File: config.mk
export PLATFORM = sky130hd
export DESIGN_NAME = fds_ctrl
export DESIGN_NICKNAME = d
export VERILOG_FILES = /design/src/rtl/forth_data_stack_alu_assert.svh /design/src/rtl/fds_pkg.sv /design/src/rtl/fds_ctrl.sv
export SDC_FILE = /design/constraint.sdc
export NUM_CORES = 1
export LEC_CHECK = 0
export BUFFER_PORTS_ARGS = -buffer_cell sky130_fd_sc_hd__buf_2
export CAP_MARGIN = 15
export CORE_AREA = 8 8 45 47
export CTS_BUF_LIST = sky130_fd_sc_hd__clkbuf_4
export DETAILED_ROUTE_END_ITERATION = 8
export DIE_AREA = 0 0 53 55
export GPL_TIMING_DRIVEN = 0
export SLEW_MARGIN = 5
export SYNTH_ARGS = -nofsm -noshare
export SYNTH_HDL_FRONTEND = slang
export SYNTH_SLANG_ARGS = --single-unit
File: constraint.sdc
create_clock -name clk -period 2.8 [get_ports clk]
set_input_delay 0.28 -clock clk [delete_from_list [all_inputs] [get_ports clk]]
set_output_delay 0.28 -clock clk [all_outputs]
set_load 0.05 [all_outputs]
File: src/rtl/forth_data_stack_alu_assert.svh
// ---------------------------------------------------------------------------
// forth_data_stack_alu_assert.svh
// Assertion macros used by the stack ALU top level.
// ---------------------------------------------------------------------------
`ifndef FORTH_DATA_STACK_ALU_ASSERT_SVH
`define FORTH_DATA_STACK_ALU_ASSERT_SVH

// Implication checked on every clock edge outside reset.
`define FDS_ASSERT_IMP(label, ante, cons, msg) \
	label: assert property (@(posedge clk) disable iff (!arst_n) (ante) |-> (cons)) \
		else $error(msg);

// Implication whose consequent is checked in the cycle after the antecedent.
`define FDS_ASSERT_NEXT(label, ante, cons, msg) \
	label: assert property (@(posedge clk) disable iff (!arst_n) (ante) |=> (cons)) \
		else $error(msg);

`endif

File: src/rtl/fds_pkg.sv
// ---------------------------------------------------------------------------
// fds_pkg
// Shared constants, command codes and controller/datapath interface types.
// ---------------------------------------------------------------------------
package fds_pkg;

	localparam int STACK_DEPTH = 256;
	localparam int SP_W = $clog2(STACK_DEPTH + 1);
	localparam int ADDR_W = $clog2(STACK_DEPTH);

	localparam logic [4:0] CMD_PUSH = 5'd0;
	localparam logic [4:0] CMD_ADD = 5'd1;
	localparam logic [4:0] CMD_SUB = 5'd2;
	localparam logic [4:0] CMD_MUL = 5'd3;
	localparam logic [4:0] CMD_DIV = 5'd4;
	localparam logic [4:0] CMD_MOD = 5'd5;
	localparam logic [4:0] CMD_NEG = 5'd6;
	localparam logic [4:0] CMD_ABS = 5'd7;
	localparam logic [4:0] CMD_MAX = 5'd8;
	localparam logic [4:0] CMD_MIN = 5'd9;
	localparam logic [4:0] CMD_AND = 5'd10;
	localparam logic [4:0] CMD_OR = 5'd11;
	localparam logic [4:0] CMD_XOR = 5'd12;
	localparam logic [4:0] CMD_EQ = 5'd13;
	localparam logic [4:0] CMD_GT = 5'd14;
	localparam logic [4:0] CMD_GE = 5'd15;
	localparam logic [4:0] CMD_LT = 5'd16;
	localparam logic [4:0] CMD_LE = 5'd17;
	localparam logic [4:0] CMD_PRINT = 5'd18;
	localparam logic [4:0] CMD_EMIT = 5'd19;
	localparam logic [4:0] CMD_CR = 5'd20;
	localparam logic [4:0] CMD_DROP = 5'd21;
	localparam logic [4:0] CMD_2DROP = 5'd22;
	localparam logic [4:0] CMD_DUP = 5'd23;
	localparam logic [4:0] CMD_NIP = 5'd24;
	localparam logic [4:0] CMD_SWAP = 5'd25;

	localparam logic [1:0] KIND_NONE = 2'd0;
	localparam logic [1:0] KIND_NUM = 2'd1;
	localparam logic [1:0] KIND_CHAR = 2'd2;
	localparam logic [1:0] KIND_CR = 2'd3;

	localparam logic [1:0] ERR_OK = 2'd0;
	localparam logic [1:0] ERR_UNDER = 2'd1;
	localparam logic [1:0] ERR_OVER = 2'd2;
	localparam logic [1:0] ERR_DIVZ = 2'd3;

	// Controller to datapath commands
	typedef struct packed {
		logic load;      // capture command/literal, start operand reads
		logic read2;     // second operand read cycle
		logic div_start; // launch divider
		logic commit;    // write back and build result
	} ctl_cmd_t;

	// Datapath to controller status
	typedef struct packed {
		logic is_div;    // current op uses divider (no error)
		logic div_done;
	} dp_stat_t;

endpackage

File: src/rtl/fds_ctrl.sv
// ---------------------------------------------------------------------------
// fds_ctrl
// Sequencer: accept, read operands, optional divide, commit, deliver.
// ---------------------------------------------------------------------------
module fds_ctrl (
	input  logic                 clk,
	input  logic                 arst_n,
	input  logic                 in_valid,
	output logic                 in_ready,
	output logic                 out_valid,
	input  logic                 out_ready,
	input  fds_pkg::dp_stat_t    stat,
	output fds_pkg::ctl_cmd_t    cmd
);

	localparam logic [2:0] ST_IDLE = 3'd0;
	localparam logic [2:0] ST_RD2 = 3'd1;
	localparam logic [2:0] ST_EXEC = 3'd2;
	localparam logic [2:0] ST_DIV = 3'd3;
	localparam logic [2:0] ST_OUT = 3'd4;

	logic [2:0] state_q;
	logic       out_free;

	// Output register is free when empty or being drained
	assign out_free = !out_valid || out_ready;
	assign in_ready = (state_q == ST_IDLE);

	always_comb begin
		cmd = '0;
		cmd.load = in_valid && in_ready;
		cmd.read2 = (state_q == ST_RD2);
		cmd.div_start = (state_q == ST_EXEC) && stat.is_div;
		cmd.commit = ((state_q == ST_EXEC) && !stat.is_div && out_free) ||
			((state_q == ST_OUT) && out_free);
	end

	// Advance the sequence
	always_ff @(posedge clk or negedge arst_n) begin
		if (!arst_n) begin
			state_q <= ST_IDLE;
			out_valid <= 1'b0;
		end else begin
			if (out_valid && out_ready) out_valid <= 1'b0;
			if (cmd.commit) out_valid <= 1'b1;
			case (state_q)
				ST_IDLE: if (cmd.load) state_q <= ST_RD2;
				ST_RD2: state_q <= ST_EXEC;
				ST_EXEC: begin
					if (stat.is_div) state_q <= ST_DIV;
					else if (out_free) state_q <= ST_IDLE;
				end
				ST_DIV: if (stat.div_done) state_q <= ST_OUT;
				ST_OUT: if (out_free) state_q <= ST_IDLE;
				default: state_q <= ST_IDLE;
			endcase
		end
	end

endmodule

== Word level (Yosys, flattened, before mapping) ==
Index checks and enable logic that the tools add are counted.
Storage, ports and cells
  input bits: 6
  register bits after elaboration: 4
  logic and storage cells: 28
Operators by class
  equal/unequal tests: 6
  reduce and logical (&&, ||, !) cells: 13
  multiplexer cells: 7
Operator list (count)
  $pmux 3 s5: 1
  $mux 3: 4
  $eq 3x2->1 const B: 2
  $logic_and 1x1->1: 6
  $eq 3x1->1 const B: 1
  $eq 3x3->1 const B: 1
  $logic_not 3->1: 1
  $logic_not 1->1: 2
  $logic_or 1x1->1: 2
  $mux 1: 2
  $ne 2x1->1 const B: 1
  $ne 2x2->1 const B: 1
  $reduce_and 2->1: 1
  $reduce_bool 2->1: 1

== Depth between registers and ports, before layout ==
  depth in word-level cells: 5
  gate-level depth with buffers: 4
  depth with buffers taken out: 3

== Worst setup path after synthesis ==
No wires, ideal clock.
  path kind: register to output
  start: register state_q[1]
  end: output cmd[3] in the netlist's numbering
  cell stages (with the launch flop): 3
  slack: 368 ps
  arrival time: 2152 ps
  cells stage by stage: dfrtp_1 -> buf_4 -> nor4b_1
RTL lines
  start: declaration: RTL line fds_ctrl.sv:22  | logic [2:0] state_q;
  start signal: assignment: RTL line fds_ctrl.sv:41  | state_q <= ST_IDLE;
  start signal: assignment: RTL line fds_ctrl.sv:47  | ST_IDLE: if (cmd.load) state_q <= ST_RD2;
  start signal: assignment: RTL line fds_ctrl.sv:48  | ST_RD2: state_q <= ST_EXEC;
  end: declaration: RTL line fds_ctrl.sv:13  | output fds_pkg::ctl_cmd_t cmd

==> impl_results.md <==
* Outcome: completed
* Max-slew violations at 0
* CP Launch Type: register
* Part of the power in registers at 0.197
* Die height at 55 um
* Full die area at 0.00292 mm^2
* Root Buffer: clkbuf_4
* Cells after synthesis at 27
* CP peak stage delay at 310 ps
* Clk_lat worst skew at 240 ps
* First-pass GRT wire length at slightly below 1000 um
* Count of cell types in the netlist at 18
* Sequential fraction of the synthesis area at 0.390
* Mapped Area at 256 um^2
* Crit Path Max Fanout at 9
* Drt via density at 4.34
* Commonest non-fill, non-tap cell in the layout: buf_2
* # nets final at 50
* Required time worst endpoint at 2520 ps
* Worst-path clk slew at 40 ps
* NetSw at around 0.00027 W
* Post_cts resized at 0
* Largest net degree at the start of global routing at 10
* Antenna violations before repair at 0
* Max-cap violations at 0
* Slew HR at 0.833
* WP data arrival at about 1400 ps
* FMAX at ~590 MHz
* Hpwl dp at 490 um
* Cell family with most CP delay: buffers and inverters
* Max Clock Skew at 4.93 ps
* DRC errors left at 0
* Worst setup startpoint: state_q[1]
* Commonest non-fill, non-tap cells in the layout: buf_2, dfrtp_1, a21oi_1, clkbuf_4
* Placed Instances at 54
* Final WS setup at 1100 ps
* Static Leak at about 0.18 nW
* HP Class: in2reg
* Post-Syn Nets at 33
* Drt total wl at approximately 630 um
* CTS buffer count at 3
* Worst path bufs/invs at 2
* Initial Util at 0.185
* Gr ovfl total at 0
* Switching share of total power at 0.541
* Boundary pin count at 12
* Core box area at 0.00138 mm^2
* Pre-CTS setup slack at 1370 ps
* Vias in the first global route at 216
* Hold Vio Cnt, Final at 0
* Pint at approximately 0.00023 W
* IO buf count at 11
* DRT iter0 DRCs at 6
* Worst Min Path Start: out_ready
* Worst-Margin Slew at 252 ps
* Seq cells post-synth at 4
* Via Count at approximately 250
* Fin cells at 58
* YS warnings at 0
* # rows at 14
* Clock tree buffer depth at 2
* DR WL/cell at 10.9 um
* DIE WIDTH at 53 um
* Logic pwr share at 0.663
* Part of the cycle the worst path needs at 0.606
* CP Class: reg2out
* Endpoints failing setup at 0
* Max IR drop VDD at 0.515 mV
* Area growth syn-to-layout at 42.0%
* Post-layout min period at 1700 ps
* CP endpoint kind: primary output
* Post-CTS Setup Bufs at 0
* Setup_tns at 0 ps
* Crit path cell chain: buf_4, nor2b_1, a21oi_1, nor2_1, buf_2
* Final ANT Viol Nets at 0
* Slowest CP cell: dfrtp_1
* # diodes at 0
* Avg Cell Area, Syn at 9.50 um^2
* TritonCTS clock tree: yes
* Global Route Usage Sum at 0.0521
* RSZ-0062 raised after global routing: no
* Final GP Congestion at ~0.72
* Reg-to-Reg Start: state_q[1]
* Final Core Density at 0.263
* Design Power at 0.000507 W
* Clock share of power at 0.140
* PwrDens at about 1400 mW/mm^2
* Layout cells sized above 1 at 0.452
* H-tree Lvls at 1
* Clk sinks at 4
* DRT Pass-1 Iters at 4
[power by group through the flow]
stage | registers [W] | clock network [W] | logic [W]
2_1_floorplan | 0.000123 | 0 | 0.000249
3_3_place_gp | 0.000100 | 0 | 0.000335
3_5_place_dp | 0.0000999 | 0 | 0.000337
4_1_cts | 0.000100 | 0.0000766 | 0.000339
5_1_grt | 0.000103 | 0.0000802 | 0.000360
6_report | 0.0000999 | 0.0000712 | 0.000336
[routing by layer]
metal | track usage | part of all wire | vias to the layer above
li1 | - | - | 129
met1 | 0.0584 | 0.45 | 108
met2 | 0.0430 | 0.34 | 11
met3 | 0.0615 | 0.17 | 4
met4 | 0.0517 | 0.041 | 0
met5 | 0 | 0 | -
[tightest hold or removal path: stages]
cell and delay (ps):
buf_2 80, nand2b_1 110, nand2_1 50
[synthesized netlist by cell type (all sizes together)]
cell | n | area, um^2
a211oi | 1 | 7.51
a21oi | 3 | 15.0
a32o | 2 | 20.0
and2b | 1 | 7.51
and3 | 1 | 6.26
buf | 2 | 18.8
dfrtp | 4 | 100
inv | 1 | 3.75
nand2 | 1 | 3.75
nand2b | 1 | 6.26
nor2 | 3 | 13.8
nor2b | 2 | 12.5
nor3 | 3 | 20.0
nor3b | 1 | 12.5
nor4b | 1 | 8.76
[sequential cells by signal, indices dropped and copies added (netlist names)]
| signal | flops |
|---|---|
| out_valid | 1 |
| state_q | 3 |
[worst paths after layout]
| kind | to | slack (ps) | cells past startpoint |
|---|---|---|---|
| max reg2reg | state_q[2] | 1750 | 3 |
| min in group asynchronous | state_q[1] | 380 | 2 |
| min | out_valid | 340 | 3 |
| max | cmd[0] | 1100 | 5 |
| min reg2reg | out_valid | 520 | 2 |
| max in group asynchronous | state_q[2] | 2300 | 2 |
[stage by stage]
step	cell area, um^2	hold WS [ps]
6_report	364	340
5_1_grt	364	331
4_1_cts	364	331
3_5_place_dp	332	89.3
3_3_place_gp	332	87.2
2_1_floorplan	256	-15.6
[layout make-up]
cell class | instances | area [um^2]
multi-input combinational | 20 | 134
tap | 16 | 20.0
inverter | 1 | 3.75
timing repair buffer | 12 | 65.1
sequential | 4 | 100
buffer | 2 | 18.8
fill | 166 | 1020
clock buffer | 3 | 22.5
[logic make-up after synthesis]
| logic type | count (synthesis) | share of synthesized area |
|---|---|---|
| buffers and inverters | 3 | 0.0878 |
| AND/OR/NAND/NOR | 14 | 0.356 |
| flip-flops | 4 | 0.390 |
| AO/OA/AOI/OAI | 6 | 0.166 |
[what timing repair did]
| item | 4_1_cts | 5_1_grt |
|---|---|---|
| setup endpoints to repair | 0 | 0 |
| hold endpoints to repair | 4 | 0 |
| hold buffers | 1 | 0 |
No activity file was read; power rests on OpenSTA's default activity.
